`config.mk`:
```
export PLATFORM = sky130hd
export DESIGN_NAME = slot_buffer_pool_manager_top
export DESIGN_NICKNAME = d
export VERILOG_FILES = /design/src/rtl/sbpm_pkg.sv /design/src/rtl/slot_buffer_pool_manager_top.sv /design/src/rtl/sbpm_ctrl.sv /design/src/rtl/sbpm_datapath.sv
export VERILOG_INCLUDE_DIRS = /design/src /design/src/rtl
export SDC_FILE = /design/constraint.sdc
export NUM_CORES = 2
export LEC_CHECK = 0
export BUFFER_PORTS_ARGS = -buffer_cell sky130_fd_sc_hd__buf_2
export CAP_MARGIN = 20
export CORE_MARGIN = 2
export CORE_UTILIZATION = 65
export CTS_CLUSTER_SIZE = 12
export DETAILED_ROUTE_END_ITERATION = 10
export PLACE_DENSITY = 0.82
export REMOVE_ABC_BUFFERS = 1
export SYNTH_ARGS = -nofsm -noshare
export SYNTH_HDL_FRONTEND = slang
export SYNTH_HIERARCHICAL = 1
export SYNTH_SLANG_ARGS = --single-unit
export TNS_END_PERCENT = 5
```
`constraint.sdc`:
```
create_clock -name clk -period 22.2 [get_ports clk]
set_input_delay 4.44 -clock clk [delete_from_list [all_inputs] [get_ports clk]]
set_output_delay 4.44 -clock clk [all_outputs]
set_load 0.01 [all_outputs]
```
`src/rtl/slot_buffer_pool_manager_top_defines.svh`:
```
// Assertion macros for the slot buffer pool manager top level.
// Expects signals named clk and rst_n in the scope where a macro is used.
`ifndef SLOT_BUFFER_POOL_MANAGER_TOP_DEFINES_SVH
`define SLOT_BUFFER_POOL_MANAGER_TOP_DEFINES_SVH

// The consequent must hold in the same cycle as the antecedent.
`define SBPM_ASSERT_SAME(label, ante, cons) \
  label: assert property (@(posedge clk) disable iff (!rst_n) (ante) |-> (cons)) \
    else $error("sbpm: same-cycle check failed");

// The consequent must hold in the cycle after the antecedent.
`define SBPM_ASSERT_NEXT(label, ante, cons) \
  label: assert property (@(posedge clk) disable iff (!rst_n) (ante) |=> (cons)) \
    else $error("sbpm: next-cycle check failed");

`endif

```
`src/rtl/sbpm_pkg.sv`:
```
// Shared types, codes and constants of the slot buffer pool manager.
// Used by sbpm_ctrl, sbpm_datapath and slot_buffer_pool_manager_top.
package sbpm_pkg;

  localparam int IDX_W      = 6;
  localparam int SLOT_W     = 3;
  localparam int BYTES_W    = 25;
  localparam int OFFS_W     = 30;
  localparam int PER_W      = 7;
  localparam int POS_W      = 6;
  localparam int SLOTS_W    = 4;
  localparam int BASE_W     = 10;
  localparam int MUL_W      = IDX_W + BYTES_W;
  localparam int CFG_IDX_W  = 2;
  localparam int CFG_DATA_W = 25;

  localparam logic [BYTES_W-1:0] BYTES_MAX = 25'd16777216;
  localparam logic [PER_W-1:0]   PER_MAX   = 7'd64;

  localparam int POOL_SIZE_DEF   = 64;
  localparam int MAX_SLOTS_DEF   = 8;
  localparam int COUNT_WIDTH_DEF = 8;

  typedef enum logic [1:0] {
    ACT_FIND    = 2'd0,
    ACT_ACQUIRE = 2'd1,
    ACT_RELEASE = 2'd2,
    ACT_WRITE   = 2'd3
  } action_t;

  typedef enum logic [1:0] {
    ST_OK        = 2'd0,
    ST_NOT_FOUND = 2'd1,
    ST_FULL      = 2'd2,
    ST_BAD_LEN   = 2'd3
  } status_t;

  typedef enum logic [CFG_IDX_W-1:0] {
    REG_BUFFER_BYTES     = 2'd0,
    REG_BUFFERS_PER_SLOT = 2'd1,
    REG_SLOTS_IN_USE     = 2'd2
  } reg_index_t;

  typedef struct packed {
    action_t             action;
    logic [SLOT_W-1:0]   slot;
    logic [IDX_W-1:0]    buffer_index;
    logic [BYTES_W-1:0]  length;
  } in_item_t;

  typedef struct packed {
    status_t             status;
    logic [IDX_W-1:0]    found_index;
    logic [OFFS_W-1:0]   byte_offset;
    logic [BYTES_W-1:0]  stored_length;
  } out_item_t;

  // Commands from the controller to the datapath.
  typedef struct packed {
    logic    load;
    logic    decode;
    logic    scan;
    logic    access;
    logic    capture;
    status_t status;
    logic    clr_restart;
    logic    clr_write;
  } ctrl_cmd_t;

  // Status from the datapath to the controller.
  typedef struct packed {
    logic is_find;
    logic n_zero;
    logic bad_len;
    logic in_slot;
    logic scan_hit;
    logic scan_full;
    logic clr_last;
  } dp_stat_t;

endpackage

```
`src/rtl/slot_buffer_pool_manager_top.sv`:
```
// Top level of the slot buffer pool manager: controller plus datapath.
// Depends on sbpm_pkg, sbpm_ctrl, sbpm_datapath and the defines header.
//
// Usage: a request (action, slot, buffer_index, length) is taken on a rising
// edge where start is high and busy is low. Exactly one result follows unless a
// listed register write drops the request; it is shown on out_item for a single
// cycle while out_valid is high, and the receiver must take it then, since it
// cannot stall the block. A request rejected by decode (bad length, index
// outside the slot, empty slot) is answered after the decode state; acquire,
// release and write pass through decode and access; a find passes through
// decode and then scans the slot from its search pointer until an unused
// buffer is hit or all are in use. The find time is set by the scan, which
// reads one use count per cycle from the single read port of the count
// memory. busy drops in the cycle the result is shown, so a new request can
// be taken there; one request is in work at a time.
// The configuration port writes buffer_bytes, buffers_per_slot and
// slots_in_use by index with no wait. After reset, and after every write to
// one of those registers, a clearing pass over all POOL_SIZE entries rebuilds
// the use counts, recorded lengths and search pointers while busy stays high.
`include "slot_buffer_pool_manager_top_defines.svh"

module slot_buffer_pool_manager_top import sbpm_pkg::*; #(
  parameter int POOL_SIZE   = POOL_SIZE_DEF,
  parameter int MAX_SLOTS   = MAX_SLOTS_DEF,
  parameter int COUNT_WIDTH = COUNT_WIDTH_DEF
) (
  input  logic                  clk,
  input  logic                  rst_n,
  input  logic                  start,
  output logic                  busy,
  input  in_item_t              in_item,
  output logic                  out_valid,
  output out_item_t             out_item,
  input  logic                  cfg_we,
  input  logic [CFG_IDX_W-1:0]  cfg_index,
  input  logic [CFG_DATA_W-1:0] cfg_wdata
);

  ctrl_cmd_t cmd;
  dp_stat_t  stat;

  // Used by the checks below: a write to one of the listed registers, and a
  // result that reports a full slot.
  logic cfg_reg_write;
  logic full_result;

  // The controller sequences decode, scan, memory update and the clear pass.
  sbpm_ctrl u_ctrl (
    .clk       (clk),
    .rst_n     (rst_n),
    .start     (start),
    .busy      (busy),
    .out_valid (out_valid),
    .cfg_we    (cfg_we),
    .cfg_index (cfg_index),
    .stat      (stat),
    .cmd       (cmd)
  );

  // The datapath holds the registers, memories and the result register.
  sbpm_datapath #(
    .POOL_SIZE   (POOL_SIZE),
    .MAX_SLOTS   (MAX_SLOTS),
    .COUNT_WIDTH (COUNT_WIDTH)
  ) u_datapath (
    .clk       (clk),
    .rst_n     (rst_n),
    .cfg_we    (cfg_we),
    .cfg_index (cfg_index),
    .cfg_wdata (cfg_wdata),
    .in_item   (in_item),
    .cmd       (cmd),
    .stat      (stat),
    .out_item  (out_item)
  );

  assign cfg_reg_write = cfg_we && (cfg_index == REG_BUFFER_BYTES ||
                                    cfg_index == REG_BUFFERS_PER_SLOT ||
                                    cfg_index == REG_SLOTS_IN_USE);
  assign full_result   = out_valid && (out_item.status == ST_FULL);

  // An accepted request keeps the block busy in the following cycle.
  `SBPM_ASSERT_NEXT(a_accept_busy, start && !busy, busy)
  // A result only comes out of work that was under way.
  `SBPM_ASSERT_SAME(a_result_after_work, out_valid, $past(busy))
  // A register write starts the clear pass and cancels any pending result.
  `SBPM_ASSERT_NEXT(a_cfg_clears, cfg_reg_write, busy && !out_valid)
  // A full slot reports buffer index zero.
  `SBPM_ASSERT_SAME(a_full_zero_index, full_result, out_item.found_index == '0)

endmodule

```
`src/rtl/sbpm_ctrl.sv`:
```
// Controller state machine of the slot buffer pool manager.
// Depends on sbpm_pkg; drives the commands of sbpm_datapath.
module sbpm_ctrl import sbpm_pkg::*; (
  input  logic                 clk,
  input  logic                 rst_n,
  input  logic                 start,
  output logic                 busy,
  output logic                 out_valid,
  input  logic                 cfg_we,
  input  logic [CFG_IDX_W-1:0] cfg_index,
  input  dp_stat_t             stat,
  output ctrl_cmd_t            cmd
);

  typedef enum logic [2:0] {
    S_CLEAR,
    S_IDLE,
    S_DECODE,
    S_SCAN,
    S_ACCESS
  } state_t;

  state_t state_r, state_nxt;
  logic   out_valid_r, out_valid_nxt;
  logic   cfg_listed;

  assign cfg_listed = cfg_we && (cfg_index == REG_BUFFER_BYTES ||
                                 cfg_index == REG_BUFFERS_PER_SLOT ||
                                 cfg_index == REG_SLOTS_IN_USE);

  always_comb begin
    state_nxt  = state_r;
    cmd        = '0;
    cmd.status = ST_OK;
    unique case (state_r)
      S_CLEAR: begin
        cmd.clr_write = 1'b1;
        if (stat.clr_last) begin
          state_nxt = S_IDLE;
        end
      end
      S_IDLE: begin
        if (start) begin
          cmd.load  = 1'b1;
          state_nxt = S_DECODE;
        end
      end
      S_DECODE: begin
        cmd.decode = 1'b1;
        state_nxt  = S_IDLE;
        priority if (stat.is_find) begin
          if (stat.n_zero) begin
            cmd.capture = 1'b1;
            cmd.status  = ST_NOT_FOUND;
          end else begin
            state_nxt = S_SCAN;
          end
        end else if (stat.bad_len) begin
          cmd.capture = 1'b1;
          cmd.status  = ST_BAD_LEN;
        end else if (!stat.in_slot) begin
          cmd.capture = 1'b1;
          cmd.status  = ST_NOT_FOUND;
        end else begin
          state_nxt = S_ACCESS;
        end
      end
      S_SCAN: begin
        cmd.scan = 1'b1;
        priority if (stat.scan_hit) begin
          cmd.capture = 1'b1;
          cmd.status  = ST_OK;
          state_nxt   = S_IDLE;
        end else if (stat.scan_full) begin
          cmd.capture = 1'b1;
          cmd.status  = ST_FULL;
          state_nxt   = S_IDLE;
        end else begin
          state_nxt = S_SCAN;
        end
      end
      S_ACCESS: begin
        cmd.access  = 1'b1;
        cmd.capture = 1'b1;
        cmd.status  = ST_OK;
        state_nxt   = S_IDLE;
      end
      default: begin
        state_nxt = S_CLEAR;
      end
    endcase

    // A register write rebuilds the pool and drops whatever was in flight.
    if (cfg_listed) begin
      cmd             = '0;
      cmd.status      = ST_OK;
      cmd.clr_restart = 1'b1;
      state_nxt       = S_CLEAR;
    end

    out_valid_nxt = cmd.capture;
  end

  always_ff @(posedge clk) begin
    if (!rst_n) begin
      state_r     <= S_CLEAR;
      out_valid_r <= 1'b0;
    end else begin
      state_r     <= state_nxt;
      out_valid_r <= out_valid_nxt;
    end
  end

  assign busy      = (state_r != S_IDLE);
  assign out_valid = out_valid_r;

endmodule

```
`src/rtl/sbpm_datapath.sv`:
```
// Datapath of the slot buffer pool manager: registers, count and length
// memories, slot decode, scan unit and result register. Depends on sbpm_pkg.
module sbpm_datapath import sbpm_pkg::*; #(
  parameter int POOL_SIZE   = POOL_SIZE_DEF,
  parameter int MAX_SLOTS   = MAX_SLOTS_DEF,
  parameter int COUNT_WIDTH = COUNT_WIDTH_DEF
) (
  input  logic                  clk,
  input  logic                  rst_n,
  input  logic                  cfg_we,
  input  logic [CFG_IDX_W-1:0]  cfg_index,
  input  logic [CFG_DATA_W-1:0] cfg_wdata,
  input  in_item_t              in_item,
  input  ctrl_cmd_t             cmd,
  output dp_stat_t              stat,
  output out_item_t             out_item
);

  localparam int PW  = (POOL_SIZE > 1) ? $clog2(POOL_SIZE) : 1;
  localparam int SPW = (MAX_SLOTS > 1) ? $clog2(MAX_SLOTS) : 1;

  function automatic logic [POS_W-1:0] next_pos(input logic [POS_W-1:0] pos,
                                                input logic [PER_W-1:0] n);
    logic [PER_W-1:0] p1;
    p1 = PER_W'(pos) + PER_W'(1);
    return (p1 < n) ? p1[POS_W-1:0] : '0;
  endfunction

  // Configuration registers, stored as written.
  logic [BYTES_W-1:0] bytes_r;
  logic [PER_W-1:0]   bps_r;
  logic [SLOTS_W-1:0] sir_r;

  // Effective values after clamping.
  logic [BYTES_W-1:0] eff_bytes;
  logic [PER_W-1:0]   per_eff;
  logic [SLOTS_W-1:0] sir_eff;

  in_item_t req_r;

  // Slot decode.
  logic              slot_ok;
  logic [BASE_W-1:0] base_dec;
  logic [BASE_W-1:0] idx_ext;
  logic [PER_W-1:0]  n_dec;
  logic              in_slot_dec;
  logic [POS_W-1:0]  ptr_cur;
  logic [POS_W-1:0]  pos0;
  logic [MUL_W-1:0]  prod;

  // Scan and access registers.
  logic [BASE_W-1:0] base_r;
  logic [PER_W-1:0]  n_r;
  logic [POS_W-1:0]  iss_pos_r;
  logic [PER_W-1:0]  iss_cnt_r;
  logic [POS_W-1:0]  chk_pos_r;
  logic              chk_vld_r;
  logic [OFFS_W-1:0] offset_r;
  logic              issue_ok;

  logic [POS_W-1:0]  ptr_r [MAX_SLOTS];
  logic [PW-1:0]     clr_addr_r;
  logic              clr_last;

  logic [COUNT_WIDTH-1:0] use_mem [POOL_SIZE];
  logic [BYTES_W-1:0]     len_mem [POOL_SIZE];
  logic [COUNT_WIDTH-1:0] rd_cnt_r;
  logic [BYTES_W-1:0]     rd_len_r;
  logic [PW-1:0]          rd_addr;
  logic [PW-1:0]          acc_addr;
  logic [COUNT_WIDTH-1:0] cnt_new;
  logic [BYTES_W-1:0]     len_clamped;

  out_item_t res_r, res_nxt;

  always_ff @(posedge clk) begin
    if (!rst_n) begin
      bytes_r <= 25'd1;
      bps_r   <= 7'd1;
      sir_r   <= 4'd1;
    end else if (cfg_we) begin
      unique case (cfg_index)
        REG_BUFFER_BYTES:     bytes_r <= cfg_wdata;
        REG_BUFFERS_PER_SLOT: bps_r   <= cfg_wdata[PER_W-1:0];
        REG_SLOTS_IN_USE:     sir_r   <= cfg_wdata[SLOTS_W-1:0];
        default: begin
        end
      endcase
    end
  end

  always_comb begin
    if (bytes_r == '0) begin
      eff_bytes = BYTES_W'(1);
    end else if (bytes_r > BYTES_MAX) begin
      eff_bytes = BYTES_MAX;
    end else begin
      eff_bytes = bytes_r;
    end
    if (bps_r == '0) begin
      per_eff = PER_W'(1);
    end else if (bps_r > PER_MAX) begin
      per_eff = PER_MAX;
    end else begin
      per_eff = bps_r;
    end
    sir_eff = (sir_r == '0) ? SLOTS_W'(1) : sir_r;
  end

  always_ff @(posedge clk) begin
    if (cmd.load) begin
      req_r <= in_item;
    end
  end

  // Buffers of slot s start at s*per; a slot cut short by the pool end
  // keeps only the buffers that exist.
  always_comb begin
    int room;
    slot_ok  = (SLOTS_W'(req_r.slot) < sir_eff) && (int'(req_r.slot) < MAX_SLOTS);
    base_dec = BASE_W'(req_r.slot) * BASE_W'(per_eff);
    room     = POOL_SIZE - int'(base_dec);
    if (!slot_ok || int'(base_dec) >= POOL_SIZE) begin
      n_dec = '0;
    end else if (room < int'(per_eff)) begin
      n_dec = PER_W'(room);
    end else begin
      n_dec = per_eff;
    end
    idx_ext     = BASE_W'(req_r.buffer_index);
    in_slot_dec = (n_dec != '0) && (idx_ext >= base_dec) &&
                  ((idx_ext - base_dec) < BASE_W'(n_dec));
    ptr_cur     = slot_ok ? ptr_r[SPW'(req_r.slot)] : '0;
    pos0        = (PER_W'(ptr_cur) >= n_dec) ? '0 : ptr_cur;
    prod        = MUL_W'(req_r.buffer_index) * MUL_W'(eff_bytes);
  end

  assign issue_ok = (iss_cnt_r < n_r);

  always_ff @(posedge clk) begin
    if (!rst_n) begin
      chk_vld_r <= 1'b0;
    end else if (cmd.decode) begin
      chk_vld_r <= 1'b0;
    end else if (cmd.scan) begin
      chk_vld_r <= issue_ok;
    end
  end

  always_ff @(posedge clk) begin
    if (cmd.decode) begin
      base_r    <= base_dec;
      n_r       <= n_dec;
      iss_pos_r <= pos0;
      iss_cnt_r <= '0;
      offset_r  <= prod[OFFS_W-1:0];
    end else if (cmd.scan && issue_ok) begin
      iss_pos_r <= next_pos(iss_pos_r, n_r);
      iss_cnt_r <= iss_cnt_r + PER_W'(1);
      chk_pos_r <= iss_pos_r;
    end
  end

  // Clearing pass sweeps one entry per cycle.
  assign clr_last = (clr_addr_r == PW'(POOL_SIZE - 1));

  always_ff @(posedge clk) begin
    if (!rst_n) begin
      clr_addr_r <= '0;
    end else if (cmd.clr_restart) begin
      clr_addr_r <= '0;
    end else if (cmd.clr_write) begin
      clr_addr_r <= clr_last ? '0 : clr_addr_r + PW'(1);
    end
  end

  always_ff @(posedge clk) begin
    if (!rst_n || cmd.clr_restart) begin
      ptr_r <= '{default: '0};
    end else if (cmd.capture && req_r.action == ACT_FIND && cmd.status == ST_OK) begin
      ptr_r[SPW'(req_r.slot)] <= next_pos(chk_pos_r, n_r);
    end
  end

  assign rd_addr  = cmd.scan ? PW'(base_r + BASE_W'(iss_pos_r)) : PW'(req_r.buffer_index);
  assign acc_addr = PW'(req_r.buffer_index);

  always_comb begin
    cnt_new = rd_cnt_r;
    if (req_r.action == ACT_ACQUIRE) begin
      if (rd_cnt_r != {COUNT_WIDTH{1'b1}}) begin
        cnt_new = rd_cnt_r + COUNT_WIDTH'(1);
      end
    end else if (rd_cnt_r != '0) begin
      cnt_new = rd_cnt_r - COUNT_WIDTH'(1);
    end
    len_clamped = (req_r.length > eff_bytes) ? eff_bytes : req_r.length;
  end

  always_ff @(posedge clk) begin
    rd_cnt_r <= use_mem[rd_addr];
    rd_len_r <= len_mem[rd_addr];
    if (cmd.clr_write) begin
      use_mem[clr_addr_r] <= '0;
      len_mem[clr_addr_r] <= eff_bytes;
    end else if (cmd.access) begin
      if (req_r.action == ACT_WRITE) begin
        len_mem[acc_addr] <= len_clamped;
      end else begin
        use_mem[acc_addr] <= cnt_new;
      end
    end
  end

  always_comb begin
    stat           = '0;
    stat.is_find   = (req_r.action == ACT_FIND);
    stat.n_zero    = (n_dec == '0);
    stat.bad_len   = (req_r.action == ACT_WRITE) && (req_r.length == '0);
    stat.in_slot   = in_slot_dec;
    stat.scan_hit  = chk_vld_r && (rd_cnt_r == '0);
    stat.scan_full = !chk_vld_r && !issue_ok;
    stat.clr_last  = clr_last;
  end

  always_comb begin
    res_nxt             = '0;
    res_nxt.status      = cmd.status;
    res_nxt.found_index = req_r.buffer_index;
    if (req_r.action == ACT_FIND) begin
      res_nxt.found_index = (cmd.status == ST_OK) ?
                            IDX_W'(base_r + BASE_W'(chk_pos_r)) : '0;
    end else if (cmd.status == ST_OK) begin
      unique case (req_r.action)
        ACT_ACQUIRE: begin
          res_nxt.byte_offset   = offset_r;
          res_nxt.stored_length = rd_len_r;
        end
        ACT_WRITE: begin
          res_nxt.stored_length = len_clamped;
        end
        default: begin
        end
      endcase
    end
  end

  always_ff @(posedge clk) begin
    if (cmd.capture) begin
      res_r <= res_nxt;
    end
  end

  assign out_item = res_r;

endmodule

```
==> results.ini <==
[synth]
async_flop_share = 0
synthCells = 5703
synth_mux_area_frac = 0.142
synth_xor_area_frac = 0.00623
ys_seq_area_frac = 0.701
synth_compound_area_frac = 0.0450
ys_warn_count = 6
syn_area_um2 = 101000
yosys.area_share.simple = 0.0497
synth_cell_type_count = 78
ys_seq_elements = 2401
synth_top_family_by_area = multiplexers
synthAdderAreaFrac = 0.0366
synth_edf_count = 2266
avgSynthCellArea_um2 = 17.7
synth_flop_cell = edfxtp_1

[critical_path]
regToRegSetupSlack_ps = 13140
critPathLaunchType = input port
critical_path_class = in2reg
required_ps = 22910
critical_path_arrival_ps = 11170
worst-path-max-fanout = 58
cp-end-kind = flop

[sta]
setup_ws_ps = 11740
min_period_ps = 10460
max_slew.worst_pin.slew_ps = 1190
skew_ps = 83.5
setup-violations-final = 0
period_share = 0.471
max-slew-margin-rel = 0.198
drv_slew = 0
rsz0062_at_grt = no
fmax_mhz = 95.6
finalHoldViolCount = 0

[detailed_routing]
drc_errors = 0
wl_mm = 270
wl_per_cell_um = 33.2
detail-route-antenna-nets = 0
first_pass_iters = 6
vias_per_cell = 7.11
first_iter_violations = 8706
vias = 57780

[pwr]
peakVddDrop_mv = 0.0749
leakage_nw = 35.7
power_density_nw_per_um2 = 78.4
power_mw = 8.74

[cells_and_area]
seq_area_um2 = 70700
multiInputGateArea_um2 = 28600
final_cells = 8132
final_common_cell = edfxtp_1
drive_above_1_share = 0.204
final_nets = 6220
area_growth_pct = 10.4
final_cell_mix = edfxtp_1, mux4_2, nand2_1, a211oi_1, clkbuf_16
num-fill-cells = 8539

[place]
pre_cts_slack_ps = 11310
portBuffers = 131
dpl.cell_count = 7725
dpl.hpwl_mm = 149
place.gp.congestion = 0.878

[clocking]
cts_buffers = 228
clock_latency_ps = 890
root_buffer = clkbuf_16
cts_max_path_buffers = 3
cts_resized = 0
cts_tree = built
cts_sinks = 2401
clkSlewWorstSetupHoldPaths_ps = 60
post-cts-setup-buffers = 0
cts.hold.buffers_added = 0
cts_max_level = 4

[run]
cap_viol_max_count = 0

[grt]
grt_pass1_vias = 57624
overflow = 0
grt_use_total = 0.343
grt_first_pass_wirelength_mm = 390
grt_max_degree = 121
antenna_found_initial = 11

[die]
rows = 144
io_pins = 132
core_um2 = 154000
die_h_um = 398
dieArea_um2 = 158000
start_util = 0.655
die_w_um = 398

[worst_hold_path]
hold_path.class = reg2reg

[status]
outcome = finished clean

where the power goes:
part / switching [mW] / internal (mW) / leakage [nW]
sequential: 0.00762 / 4.93 / 20.8
combinational: 0.113 / 0.0498 / 11.7
clock: 1.66 / 1.98 / 3.28
synth_stat cells, drive strengths merged (4+ instances only):
master / n / share of area
edfxtp: 2266 / 0.67
mux4: 530 / 0.12
nand2: 347 / 0.013
nor2: 267 / 0.010
a211oi: 244 / 0.018
clkbuf: 224 / 0.0083
a21oi: 218 / 0.011
mux2i: 207 / 0.021
nor2b: 172 / 0.011
inv: 161 / 0.0060
dfxtp: 135 / 0.027
ha: 134 / 0.017
fa: 101 / 0.020
buf: 98 / 0.0050
o21ai: 79 / 0.0039
and2: 73 / 0.0045
xnor2: 46 / 0.0041
nand3: 39 / 0.0019
nand2b: 35 / 0.0022
a21o: 32 / 0.0024
mux2: 32 / 0.0036
nor3: 30 / 0.0016
a21boi: 28 / 0.0021
xor2: 25 / 0.0022
o21a: 23 / 0.0017
and3: 17 / 0.0011
nand4: 16 / 0.00099
nor4: 15 / 0.00093
o21bai: 13 / 0.00097
or3: 9 / 0.00056
or2: 8 / 0.00050
nand3b: 7 / 0.00052
a31oi: 6 / 0.00052
o22ai: 6 / 0.00037
o31ai: 6 / 0.00050
a2111oi: 5 / 0.00062
a22o: 5 / 0.00043
or4: 5 / 0.00041
a221oi: 4 / 0.00035
nor3b: 4 / 0.00030
flip-flops by register name, summed over array words and instances, names as in the netlist:
name                   cells
u_datapath/offset_r       30
u_datapath/bps_r           7
u_datapath/iss_cnt_r       7
u_datapath/acc_addr        6
u_datapath/out_item       63
u_datapath/iss_pos_r       6
u_datapath/use_mem       512
u_datapath/bytes_r        25
u_datapath/sir_r           4
u_datapath/n_r             7
u_datapath/ptr_r          48
u_datapath/base_r          6
u_datapath/chk_pos_r       6
u_ctrl/state_r             3
u_ctrl/out_valid           1
u_datapath/rd_cnt_r        8
u_datapath/clr_addr_r      6
u_datapath/req_r          30
u_datapath/chk_vld_r       1
u_datapath/len_mem      1600
u_datapath/rd_len_r       25
worst max-delay path: stages:
cell and delay, ps:
buf_2 120, a21bo_2 270, and3_1 780, mux2_8 640, buf_4 750, buf_4 800
buf_4 840, mux4_2 400, nor2b_1 140, a211oi_1 520, a211oi_1 200, a211oi_1 940
a21oi_1 100
cells by family after synthesis:
| family | Yosys count |
|---|---|
| compound gates | 691 |
| xor+xnor | 71 |
| fa+ha+maj | 235 |
| simple gates | 1052 |
| flops | 2401 |
| mux | 769 |
| buf+inv | 484 |
worst paths after layout:
check	to	cells past startpoint	from
max	u_datapath/rd_len_r[14]	13	cfg_we
min	u_datapath/ptr_r[20]	2	u_datapath/ptr_r[20]
max reg2reg	u_datapath/ptr_r[31]	33	u_datapath/req_r[31]
min reg2reg	u_datapath/ptr_r[20]	2	u_datapath/ptr_r[20]
through the flow:
stage          utilization  instance area, µm²  hold slack, ps  TNS [ps]
2_1_floorplan            -               99600             427  -1146470
3_3_place_gp         0.678              104000             439         0
3_5_place_dp         0.678              105000             445         0
4_1_cts              0.722              111000             455         0
5_1_grt              0.723              111000             475         0
6_report             0.723              111000             454         0
metal layers:
layer	vias up	global-route usage	wire length (µm)
met3	897	0.0870	37500
met2	5046	0.540	128000
met4	16	0.138	12700
li1	22803	-	-
met1	29018	0.465	91500
met5	-	0	104
layout make-up:
type                    instances  area share
clock buffers                 364      0.0579
flip-flops and latches       2401       0.635
clock inverters                32     0.00334
well taps                    2044      0.0229
multi-input cells            2818       0.257
inverters                     162     0.00545
repair buffers                307      0.0189
diodes                          4   0.0000898
No activity file was read; power rests on OpenSTA's default activity.
